### config.mk
export PLATFORM = sky130hd
export DESIGN_NAME = lcsa_ctrl
export DESIGN_NICKNAME = d
export VERILOG_FILES = /design/src/sv/lcsa_pkg.sv /design/src/sv/lcsa_ctrl.sv
export SDC_FILE = /design/constraint.sdc
export NUM_CORES = 1
export LEC_CHECK = 0
export BUFFER_PORTS_ARGS = -buffer_cell sky130_fd_sc_hd__buf_2
export CAP_MARGIN = 20
export CELL_PAD_IN_SITES_DETAIL_PLACEMENT = 0
export CELL_PAD_IN_SITES_GLOBAL_PLACEMENT = 1
export CORE_AREA = 2 2 39 41
export DETAILED_ROUTE_END_ITERATION = 16
export DIE_AREA = 0 0 41 43
export PLACE_DENSITY = 0.6
export SYNTH_ARGS = -nofsm -noshare
export SYNTH_HDL_FRONTEND = slang
export SYNTH_SLANG_ARGS = --single-unit
### constraint.sdc
create_clock -name clock -period 1.8 [get_ports clock]
set_input_delay 0.54 -clock clock [delete_from_list [all_inputs] [get_ports clock]]
set_output_delay 0.54 -clock clock [all_outputs]
set_load 0.01 [all_outputs]
### src/sv/lcsa_pkg.sv
// Shared types and constants of the layered column span accumulator.
package lcsa_pkg;

   localparam int SCREEN_COLUMNS = 1024;
   localparam int MAX_LAYERS     = 8;
   localparam int COL_BITS       = $clog2(SCREEN_COLUMNS);
   localparam int LAYER_BITS     = (MAX_LAYERS > 1) ? $clog2(MAX_LAYERS) : 1;
   localparam int ADDR_BITS      = LAYER_BITS + COL_BITS;
   localparam int MEM_DEPTH      = MAX_LAYERS * SCREEN_COLUMNS;

   localparam int RESET_VIEW_WIDTH  = 320;
   localparam int RESET_VIEW_HEIGHT = 200;

   localparam logic [1:0] CSR_VIEW_WIDTH  = 2'd0;
   localparam logic [1:0] CSR_VIEW_HEIGHT = 2'd1;

   localparam logic [2:0] RSP_PLACED   = 3'd0;
   localparam logic [2:0] RSP_IGNORED  = 3'd1;
   localparam logic [2:0] RSP_OVERFLOW = 3'd2;
   localparam logic [2:0] RSP_READ     = 3'd3;
   localparam logic [2:0] RSP_CLEARED  = 3'd4;

   typedef enum logic [1:0] {
      ACT_ADD   = 2'd0,
      ACT_CLEAR = 2'd1,
      ACT_READ  = 2'd2,
      ACT_NONE  = 2'd3
   } action_type;

   typedef enum logic [2:0] {
      S_INIT,
      S_IDLE,
      S_LOOKUP,
      S_DECIDE,
      S_CLEAR,
      S_CLEAR_RSP
   } state_type;

   typedef struct packed {
      logic start;        // capture request fields
      logic sweep_start;  // begin a clear: capture clear values, empty ranges
      logic sweep_en;     // write one cleared entry
      logic rd_en;        // read the entry of the current layer
      logic layer_inc;    // descend one layer
      logic rsp_load;     // commit update and load result register
   } ctl_cmd_type;

   typedef struct packed {
      logic req_clear;
      logic sweep_last;
      logic descend;
   } dp_stat_type;

endpackage

### src/sv/lcsa_ctrl.sv
// Controller state machine of the layered column span accumulator.
module lcsa_ctrl
   import lcsa_pkg::*;
(
   input  logic        clock,
   input  logic        reset,
   input  logic        req_valid,
   output logic        req_ready,
   output logic        rsp_valid,
   input  logic        rsp_ready,
   input  dp_stat_type stat,
   output ctl_cmd_type cmd
);

   state_type state_ff, state_in;
   logic      rsp_valid_ff, rsp_valid_in;
   logic      out_free;

   assign out_free  = !rsp_valid_ff || rsp_ready;
   assign rsp_valid = rsp_valid_ff;

   always_comb begin
      state_in = state_ff;
      unique case (state_ff)
         S_INIT: begin
            if (stat.sweep_last) state_in = S_IDLE;
         end
         S_IDLE: begin
            if (req_valid) state_in = stat.req_clear ? S_CLEAR : S_LOOKUP;
         end
         S_LOOKUP: begin
            state_in = S_DECIDE;
         end
         S_DECIDE: begin
            if (stat.descend) state_in = S_LOOKUP;
            else if (out_free) state_in = S_IDLE;
         end
         S_CLEAR: begin
            if (stat.sweep_last) state_in = S_CLEAR_RSP;
         end
         S_CLEAR_RSP: begin
            if (out_free) state_in = S_IDLE;
         end
         default: state_in = S_INIT;
      endcase
   end

   always_comb begin
      cmd       = '0;
      req_ready = 1'b0;
      unique case (state_ff)
         S_INIT: begin
            cmd.sweep_en = 1'b1;
         end
         S_IDLE: begin
            req_ready = 1'b1;
            if (req_valid) begin
               cmd.start       = 1'b1;
               cmd.sweep_start = stat.req_clear;
            end
         end
         S_LOOKUP: begin
            cmd.rd_en = 1'b1;
         end
         S_DECIDE: begin
            if (stat.descend) cmd.layer_inc = 1'b1;
            else cmd.rsp_load = out_free;
         end
         S_CLEAR: begin
            cmd.sweep_en = 1'b1;
         end
         S_CLEAR_RSP: begin
            cmd.rsp_load = out_free;
         end
         default: begin
            cmd = '0;
         end
      endcase
   end

   always_comb begin
      rsp_valid_in = rsp_valid_ff;
      if (cmd.rsp_load) rsp_valid_in = 1'b1;
      else if (rsp_ready) rsp_valid_in = 1'b0;
   end

   always_ff @(posedge clock) begin
      if (reset) begin
         state_ff     <= S_INIT;
         rsp_valid_ff <= 1'b0;
      end else begin
         state_ff     <= state_in;
         rsp_valid_ff <= rsp_valid_in;
      end
   end

endmodule

# Word level (Yosys, flattened, before mapping)
# Cells that the tools add are included.
dict set report op_classes {
  n_eq_ne 8
  n_mux 18
  reduce_logical 6
}
# op n
set ops {}
lappend ops {{$mux 3} 6}
lappend ops {{$pmux 3 s6} 1}
lappend ops {{$mux 1} 8}
lappend ops {{$eq 3x2->1 const B} 2}
lappend ops {{$eq 3x3->1 const B} 2}
lappend ops {{$ne 2x2->1 const B} 3}
lappend ops {{$mux 2} 2}
lappend ops {{$eq 3x1->1 const B} 1}
lappend ops {{$logic_not 3->1} 1}
lappend ops {{$reduce_and 3->1} 1}
lappend ops {{$pmux 1 s2} 1}
lappend ops {{$reduce_bool 2->1} 1}
lappend ops {{$reduce_or 2->1} 1}
lappend ops {{$logic_not 1->1} 1}
lappend ops {{$logic_or 1x1->1} 1}
dict set report word_totals {
  ff_bits 4
  inputBits 7
  output_inout_bits 8
  word_cells 34
}

# Depth between registers and ports, before layout
# Gate-level depths: netlist of run 1.
dict set report logic_depth {
  ltp_word 5
  mapped_depth 5
  depth_no_buf 3
}

# Worst setup path before layout of run 1
# OpenSTA, ideal clock, no wires.
dict set report synth_timing {
  path_kind {input -> output}
  from {in stat[0] (netlist bit)}
  to {out cmd[0] (netlist bit)}
  arrival_time_ns 0.975
  required_time_ns 1.260
  path_slack_ns 0.285
  path_stages 4
  path_buffers 1
  cell_sequence {nor3b_1 -> a21oi_1 -> nor2_1 -> buf_4}
}
# item line
set synth_rtl {}
lappend synth_rtl {{start, declared} lcsa_ctrl.sv:11} ;# input dp_stat_type stat,
lappend synth_rtl {{end, declared} lcsa_ctrl.sv:12} ;# output ctl_cmd_type cmd

==> summary.txt, run 1 <==
Run status
  – Status: finished, final reports clean

CTS
  – CTS tree: yes
  – Later-pin clock latency in the skew report: 230 ps
  – CTS max path bufs: 2
  – # hold bufs at CTS: 0
  – H-tree depth: 1
  – CTS clk-pin slew, worst paths: 40 ps
  – Num CTS Buffers: 3
  – Clock sink total: 4
  – CTS Root Cell: clkbuf_4

Synth
  – Cell Area, Synth: 312 µm²
  – Async set or reset register ratio after synthesis: 0%
  – Mapped Cells: 37
  – Flops & latches, synth: 4
  – Top FF cell, synth: dfxtp_1
  – Synthesized Nets: 44
  – Syn. warnings: 0
  – Mean Syn Cell Area: 8.42 µm²
  – Post-synth EDFFs: 0
  – Post-synth cell types: 28
  – Sequential-to-total area share from yosys stat: 25.7%

Critical path
  – Crit start category: flip-flop
  – Worst EP arrival: 1180 ps
  – Worst Setup SP: state_ff[1]
  – CP endpoint kind: output port
  – Worst-path fanout max: 6
  – Worst Path Required: 1260 ps
  – Worst flop-to-flop path startpoint: state_ff[0]
  – Kind of critical path: flip-flop to output port

STA
  – Part of the cycle the worst path needs: 95.8%
  – Tightest Pin Transition: 227 ps
  – Slew Limit Fails: 0
  – Final setup violation count: 0
  – Setup total negative slack: 0 ps
  – Unrepaired setup endpoints after global routing: no
  – Max Clock Skew: 0.403 ps
  – Highest clock rate: 580 MHz
  – Final hold violations: 0
  – Period minus WS final: 1720 ps
  – Max_slew headroom: 84.9%

Routing
  – DR pass1 iterations: 4
  – Initial drt markers: 4
  – Routed WL: 720 µm
  – Final ANT Viol Nets: 0
  – Routed len/inst: 10.3 µm
  – Via count: 314
  – Vias/cell: 4.49
  – DRC Markers: 0

Floorplanning
  – # IOs: 15
  – Die Height: 43 µm
  – Placeable Area: 1380 µm²
  – Row Count: 14
  – Initial Util: 22.5%
  – Die width: 41 µm
  – Die ar.: 1760 µm²

Power and ir drop
  – Pwr per Cell Area: 671 nW/µm²
  – P_leak: 0.219 nW
  – VDD IR-drop max: 0.199 mV

Cells and area
  – Ant. Diodes: 0
  – Nets: 63
  – Post-Layout Cell Count: 70
  – Area growth syn-to-layout: 39.8%
  – Fin area: 435 µm²
  – Layout cell share with drive strength beyond 1: 53.7%

Placed design
  – IO buf count: 14
  – Dpl cell area: 383 µm²
  – Post-Place Cells: 65
  – Final HPWL DP: 521 µm
  – Routability cong.: 0.660

Job
  – Max-Cap Viols: 0

Global route
  – First-pass GRT wire length: 1140 µm
  – Initial antenna violation count: 0
  – Vias in the first global route: 295
  – Overflow left after global routing: 0
  – Gr usage total: 9.75%
  – Pin count of the biggest net entering global routing: 12

Worst hold path
  – Hold crit path type: flip-flop to flip-flop
  – Hold path start: rsp_valid
synth_stat cells, types with 2 or more instances:
cell	n	area, µm²
buf_4	3	22.5
dfxtp_1	4	80.1
nand2_1	2	7.51
nor2_1	4	15.0
registers in the layout, indices dropped and copies added, names as in the netlist:
| name | flops |
|---|---|
| rsp_valid | 1 |
| state_ff | 3 |
report_power, final:
group          total (mW)  leakage [nW]  switching (mW)  internal [mW]
Clock               0.111        0.0138          0.0360         0.0745
Combinational      0.0787         0.171          0.0382         0.0405
Sequential          0.103        0.0339         0.00885         0.0942
final timing paths:
kind                 end  slack [ps]  cells past startpoint
max reg2reg  state_ff[1]         790                      3
min reg2reg    rsp_valid         520                      2
max               cmd[4]          80                      4
min            rsp_valid         520                      2
logic make-up (layout without fill, tap and decap cells):
logic type / count (synthesis) / after routing / share of synthesized area (%)
AO/OA/AOI/OAI: 9 / 9 / 22.9
AND/OR/NAND/NOR: 18 / 18 / 38.2
buffers and inverters: 6 / 23 / 13.2
flip-flops: 4 / 4 / 25.7
cell usage in the layout, fill, tap and decap left out:
cell,synthesis,final
a211o_1,1,1
a21oi_1,1,1
a21oi_2,1,1
a22o_1,1,1
a311oi_1,1,1
a32o_1,1,1
and2_1,1,1
and3_1,1,1
and4b_1,1,1
buf_2,0,14
buf_4,3,3
buf_6,1,1
clkbuf_4,0,3
dfxtp_1,4,2
dfxtp_2,0,1
dfxtp_4,0,1
inv_1,1,1
inv_2,1,1
nand2_1,2,2
nand2_2,1,1
nand2b_1,1,1
nand2b_4,1,1
nand3_1,1,1
nand3b_1,1,1
nor2_1,4,4
nor3_1,1,1
nor3_2,1,1
nor3b_1,1,1
nor3b_4,0,1
o21ai_1,1,1
o22ai_1,1,1
o311a_1,1,1
worst max-delay path, stage by stage, from the launching register on:
cell	delay [ps]
dfxtp_4	350
buf_6	130
nor3b_4	190
and3_1	160
buf_2	120
per-stage QoR:
step,power (mW),worst slack (ps),hold slack (ps),utilization [%]
after floorplan,0.153,285,545,-
after global placement,0.177,92.1,517,27.7
after detailed placement,0.176,81.3,516,27.7
after CTS,0.293,39.6,522,29.5
after global routing,0.311,15.9,564,31.5
final,0.292,76.5,519,31.5
cell type report:
| type | count | area, µm² |
|---|---|---|
| Clock buffer | 3 | 22.5 |
| Fill cell | 151 | 948 |
| Inverter | 2 | 7.51 |
| Multi-Input combinational cell | 27 | 196 |
| Sequential cell | 4 | 85.1 |
| Tap cell | 16 | 20.0 |
| Timing Repair Buffer | 18 | 104 |
layer usage:
layer / up-vias / share of wire [%] / global-route usage [%]
met5: - / 0 / 0
met4: 0 / 0 / 8.00
met3: 0 / 4.6 / 3.14
met2: 7 / 50 / 13.8
met1: 139 / 45 / 11.3
li1: 168 / - / -
timing repair:
| action | CTS | global route |
|---|---|---|
| endpoints found under the setup margin | 2 | 1 |
| resized for setup | 2 | 3 |
| pin swaps | 0 | 2 |
| setup buffers | 0 | 2 |
(Power assumes the default switching activity.)
==> run 2: changes to the inputs <==
--- a/config.mk
+++ b/config.mk
@@ -5,7 +5,7 @@
 export SDC_FILE = /design/constraint.sdc
 export NUM_CORES = 1
 export LEC_CHECK = 0
-export BUFFER_PORTS_ARGS = -buffer_cell sky130_fd_sc_hd__buf_2
+export BUFFER_PORTS_ARGS = -buffer_cell sky130_fd_sc_hd__buf_4
 export CAP_MARGIN = 20
 export CELL_PAD_IN_SITES_DETAIL_PLACEMENT = 0
 export CELL_PAD_IN_SITES_GLOBAL_PLACEMENT = 1
==> run 2 against run 1 <==
Compared with the run above:
- critical path depth unchanged
- die area did not move
- critical endpoint is now cmd[0]
- global-route usage grew 0.69 points
- hold slack improved by 13 ps
- utilization increased by 0.54 points
- fmax grew 1.0%
- clock power rose by 5%
- non-clock buffer count shrank 3
- total power increased by 2.1%
- sequential power about the same
- via count is 3.5% lower
==> summary.txt, run 2 (synthesis results as in run 1) <==
Run status
  – Status: finished, final reports clean

CTS
  – CTS max path bufs: 2 (unchanged)
  – CTS clk-pin slew, worst paths: 40 ps (about the same)
  – Num CTS Buffers: 3 (unchanged)
  – H-tree depth: 1 (unchanged)
  – CTS tree: yes
  – Later-pin clock latency in the skew report: 240 ps (about the same)
  – CTS Root Cell: clkbuf_4
  – Clock sink total: 4 (unchanged)

STA
  – Slew Limit Fails: 0 (unchanged)
  – Period minus WS final: 1710 ps (-17.3 ps)
  – Unrepaired setup endpoints after global routing: no
  – Max_slew headroom: 85.4% (+0.50 points)
  – Tightest Pin Transition: 218 ps (-8.94 ps)
  – Part of the cycle the worst path needs: 94.8% (-0.96 points)
  – Setup total negative slack: 0 ps (unchanged)
  – Highest clock rate: 586 MHz (+1.0%)
  – Final hold violations: 0 (unchanged)
  – Max Clock Skew: 1.16 ps (+0.756 ps)
  – Final setup violation count: 0 (unchanged)

Critical path
  – RR Endpoint: state_ff[1]
  – Worst-case reg-to-reg path depth: 3 (unchanged)
  – Slowest stage delay, CP: 370 ps (+20 ps)
  – Crit start category: flip-flop
  – Kind of critical path: flip-flop to output port
  – CP Cell Sequence: nor3b_2 -> a21oi_1 -> nor2_1 -> buf_4
  – CP endpoint kind: output port
  – Buf/Inv on CP: 1 (-1)
  – Worst path top cell family by delay: flip-flops
  – Worst Setup SP: state_ff[1]
  – Worst EP arrival: 1170 ps (about the same)
  – Slowest cell on the critical path: dfxtp_4
  – Worst flop-to-flop path startpoint: state_ff[0]
  – Worst Path Required: 1260 ps (about the same)
  – R2R Setup Slk: 770 ps (-20 ps)
  – Worst-path fanout max: 10 (+4)

Cells and area
  – Fillers: 153 (+1.3%)
  – Footprint of the multi-input gates: 195 µm² (-0.64%)
  – Register Area: 85.1 µm² (unchanged)
  – Max reg flops: 3 (unchanged)
  – Most common cell after layout, fill and taps aside: buf_4
  – Layout cell share with drive strength beyond 1: 52.9% (-0.76 points)
  – Area growth syn-to-layout: 42.2%
  – Commonest non-fill, non-tap cells in the layout: 15 x buf_4, 4 x nor2_1, 3 x clkbuf_4
  – Nets: 60 (-4.8%)
  – Biggest register: state_ff
  – Ant. Diodes: 0 (unchanged)

Floorplanning
  – # IOs: 15 (unchanged)
  – Die Height: 43 µm (unchanged)
  – Die ar.: 1760 µm² (unchanged)
  – Row Count: 14 (unchanged)
  – Placeable Area: 1380 µm² (unchanged)
  – Initial Util: 22.5% (unchanged)
  – Die width: 41 µm (unchanged)

Placed design
  – Routability cong.: 0.675 (+2.4%)
  – IO buf count: 14 (unchanged)
  – Final HPWL DP: 518 µm (-0.56%)

Worst hold path
  – Hold path start: rsp_valid
  – Hold crit path type: flip-flop to flip-flop
  – Hold path cells: 2 (unchanged)
  – Hold EP: rsp_valid

Routing
  – Routed len/inst: 10.6 µm (+3.2%)
  – Routed WL: 711 µm (-1.3%)
  – Vias/cell: 4.52 (+0.82%)
  – Final ANT Viol Nets: 0 (unchanged)
  – DR pass1 iterations: 3 (-1)
  – Initial drt markers: 4 (unchanged)
  – Via count: 303 (-3.5%)
  – DRC Markers: 0 (unchanged)

Power and ir drop
  – Combinational Power Share: 26.3% (-0.6 points)
  – P_leak: 0.212 nW (-3.5%)
  – Clk pwr share: 38.8% (+1.0 points)
  – VDD IR-drop max: 0.153 mV (-23%)
  – Pwr per Cell Area: 674 nW/µm² (+0.39%)
  – Switching Power: 0.0864 mW (+4.0%)
  – Seq pwr share: 35.0% (-0.3 points)
  – Total power: 0.299 mW (+2.1%)
  – Pint: 0.212 mW (+1.4%)
  – Switch share: 28.9% (+0.52 points)

Global route
  – Overflow left after global routing: 0 (unchanged)
  – First-pass GRT wire length: 1190 µm (+4.8%)
  – Vias in the first global route: 282 (-4.4%)
  – Gr usage total: 10.4% (+0.69 points)
  – Initial antenna violation count: 0 (unchanged)
  – Pin count of the biggest net entering global routing: 12 (unchanged)

Job
  – Max-Cap Viols: 0 (unchanged)
## run 2: changes by cell type in the layout (fill, tap and decap cells not counted), sizes merged
cell	delta
buf	-3
## run 2: worst max path at each step
| stage | end | cells past startpoint |
|---|---|---|
| floorplan | cmd[0] | 4 |
| global placement | cmd[0] | 5 |
| detailed placement | cmd[0] | 5 |
| CTS | cmd[0] | 4 |
| global route | cmd[0] | 4 |
| finish | cmd[0] | 4 |
## run 2: layer usage
| layer | part of all wire, % | track usage [%] |
|---|---|---|
| met1 | 44 | 14.1 |
| met2 | 48 | 12.2 |
| met3 | 5.2 | 3.14 |
| met4 | 2.5 | 10.0 |
| met5 | 0 | 0 |
## run 2: timing repair
action | 4_1_cts | 5_1_grt
endpoints found under the setup margin | 1 | 1
hold buffers | 0 | 0
resized for setup | 2 | 2
cloned | 0 | 0
buffers inserted | 0 | 0
## run 2: tightest hold or removal path, stage by stage, from the launching register on
cell	delay, ps
dfxtp_1	320
nand2b_4	80
o22ai_1	70
## run 2: per-stage QoR
stage                     std cells  hold slack, ps  cell area (µm²)  worst slack [ps]  util (%)
final                            67             532              443              93.7      32.0
after CTS                        67             533              435              38.1      31.5
after global placement           64             522              410              91.5      29.7
after detailed placement         64             527              410              82.5      29.7
after global routing             67             564              443              20.0      32.0
after floorplan                  37             545              312               285         -
## run 2: power by group through the flow
stage / combinational [mW] / clock (mW) / sequential, mW
floorplan: 0.0539 / 0 / 0.0992
finish: 0.0784 / 0.116 / 0.104
global route: 0.0874 / 0.124 / 0.106
CTS: 0.0790 / 0.121 / 0.105
global placement: 0.0787 / 0 / 0.106
detailed placement: 0.0787 / 0 / 0.106
## run 2: layout make-up
class | count | share of cell area, %
multi-input cells | 27 | 44.1
repair buffers | 15 | 25.4
flip-flops and latches | 4 | 19.2
clock buffers | 3 | 5.08
well taps | 16 | 4.52
inverters | 2 | 1.69
==> run 3: changes to the inputs <==
==> constraint.sdc (replaced) <==
create_clock -name clock -period 1.9 [get_ports clock]
set_input_delay 0.57 -clock clock [delete_from_list [all_inputs] [get_ports clock]]
set_output_delay 0.57 -clock clock [all_outputs]
set_load 0.01 [all_outputs]
==> run 3 against run 2 <==
Compared with the run above:
- sequential cell count is the same
- die area unchanged
- combinational power decreased by 6.1%
- clock power shrank 11%
- wire length decreased by 0.84%
- non-clock buffer count stayed put
- register-to-register slack better by 110 ps
- global-route usage shrank 0.090 points
- final area down 1.7%
- clock-buffer cell count unchanged
- first-iteration DRC count fell by 25%
- sequential power shrank 4%
==> summary.txt, run 3 (synthesis results as in run 1) <==
Run status
  – Status: finished, final reports clean

Placed design
  – Final HPWL DP: 533 µm (+2.8%)
  – Dpl cell area: 410 µm² (unchanged)
  – IO buf count: 14 (unchanged)
  – Routability cong.: 0.657 (-2.7%)

Power and ir drop
  – P_leak: 0.209 nW (-1.2%)
  – Pwr per Cell Area: 634 nW/µm² (-5.9%)
  – VDD IR-drop max: 0.168 mV (+10%)
  – Total power: 0.276 mW (-7.5%)

Cells and area
  – Fin area: 435 µm² (-1.7%)
  – Ant. Diodes: 0 (unchanged)
  – Biggest register: state_ff
  – Fillers: 160 (+4.6%)
  – Layout cell share with drive strength beyond 1: 51.0% (-2.0 points)
  – Nets: 60 (unchanged)
  – Area growth syn-to-layout: 39.8%
  – Commonest non-fill, non-tap cells in the layout: 15 x buf_4, 4 x nor2_1, 3 x clkbuf_4
  – Most common cell after layout, fill and taps aside: buf_4
  – Max reg flops: 3 (unchanged)

Critical path
  – Slowest cell on the critical path: dfxtp_2
  – Worst-path fanout max: 10 (unchanged)
  – CP Cell Sequence: nor3b_1 -> a21oi_1 -> nor2_1 -> buf_4
  – Worst EP arrival: 1180 ps (about the same)
  – Worst path top cell family by delay: flip-flops
  – Worst Path Required: 1330 ps (+70 ps)
  – Kind of critical path: flip-flop to output port
  – Crit start category: flip-flop
  – Buf/Inv on CP: 1 (unchanged)
  – Slowest stage delay, CP: 430 ps (+60 ps)
  – CP endpoint kind: output port

CTS
  – Clock sink total: 4 (unchanged)
  – Setup Fix Bufs, Post-CTS: 0 (unchanged)
  – CTS Root Cell: clkbuf_4
  – H-tree depth: 1 (unchanged)
  – Later-pin clock latency in the skew report: 230 ps (about the same)
  – CTS clk-pin slew, worst paths: 30 ps (about the same)
  – # hold bufs at CTS: 0 (unchanged)
  – Num CTS Buffers: 3 (unchanged)
  – CTS tree: yes
  – Cts repair resizes: 1 (-1)
  – CTS max path bufs: 2 (unchanged)

STA
  – Final setup violation count: 0 (unchanged)
  – Unrepaired setup endpoints after global routing: no
  – Slew Limit Fails: 0 (unchanged)
  – Max Clock Skew: 1.84 ps (+0.682 ps)
  – Max_slew headroom: 85.3% (about the same)
  – Highest clock rate: 572 MHz
  – Part of the cycle the worst path needs: 92.0%
  – Final hold violations: 0 (unchanged)
  – Setup total negative slack: 0 ps (unchanged)
  – Tightest Pin Transition: 218 ps (+0.336 ps)
  – Period minus WS final: 1750 ps

Global route
  – Overflow left after global routing: 0 (unchanged)
  – First-pass GRT wire length: 1220 µm (+2.3%)
  – Initial antenna violation count: 0 (unchanged)
  – Gr usage total: 10.4% (-0.090 points)
  – Vias in the first global route: 273 (-3.2%)
  – Pin count of the biggest net entering global routing: 12 (unchanged)

Floorplanning
  – Die Height: 43 µm (unchanged)
  – Die ar.: 1760 µm² (unchanged)
  – Placeable Area: 1380 µm² (unchanged)
  – # IOs: 15 (unchanged)
  – Die width: 41 µm (unchanged)
  – Initial Util: 22.5% (unchanged)
  – Row Count: 14 (unchanged)

Worst hold path
  – Hold crit path type: flip-flop to flip-flop

Routing
  – Vias/cell: 4.57 (+0.99%)
  – DR pass1 iterations: 2 (-1)
  – Routed WL: 705 µm (-0.84%)
  – Via count: 306 (+0.99%)
  – Final ANT Viol Nets: 0 (unchanged)
  – DRC Markers: 0 (unchanged)
  – Routed len/inst: 10.5 µm (-0.84%)
  – Initial drt markers: 3 (-1)

Job
  – Max-Cap Viols: 0 (unchanged)
==> run 3: cell count changes in the layout (fill, tap and decap cells not counted) <==
cell	delta
dfxtp_2	+1
dfxtp_4	-1
nor3b_1	+1
nor3b_2	-1
==> run 3: cell type report <==
class                           instances  area, µm²  share of cell area [%]
Clock buffer                            3       22.5                    5.17
Inverter                                2       7.51                    1.72
Multi-Input combinational cell         27        190                    43.7
Sequential cell                         4       82.6                    19.0
Tap cell                               16       20.0                    4.60
Timing Repair Buffer                   15        113                    25.9
==> run 3: worst paths after layout <==
path / to / from / cells past startpoint / slack (ps)
hold / removal: rsp_valid / rsp_valid / 2 / 530
hold reg to reg: rsp_valid / rsp_valid / 2 / 530
setup reg to reg: state_ff[1] / state_ff[0] / 3 / 880
setup / recovery: cmd[0] / state_ff[1] / 4 / 150
==> run 3: worst min-delay path, delay by kind of cell (launching register included) <==
kind,cells,cell delay (ps)
flops,1,320
simple gates,1,90
compound gates,1,70
==> run 3: routing by layer <==
| metal | wire length [µm] | up-vias | track usage [%] |
|---|---|---|---|
| met3 | 34 | 0 | 3.14 |
| li1 | - | 162 | - |
| met4 | 0 | 0 | 8.00 |
| met5 | 0 | - | 0 |
| met1 | 331 | 137 | 13.9 |
| met2 | 338 | 7 | 13.1 |
==> run 3: stage by stage <==
step	util, %	worst slack (ps)	hold WS, ps	cells
global route	31.5	49.4	571	67
floorplan	-	325	545	37
CTS	31.4	67.9	536	67
global placement	29.7	119	525	64
finish	31.5	152	531	67
detailed placement	29.7	139	531	64
==> run 3: power breakdown <==
group / total, mW / internal (mW) / switching, mW
Combinational: 0.0736 / 0.0406 / 0.0330
Sequential: 0.0999 / 0.0901 / 0.00981
Clock: 0.103 / 0.0705 / 0.0323
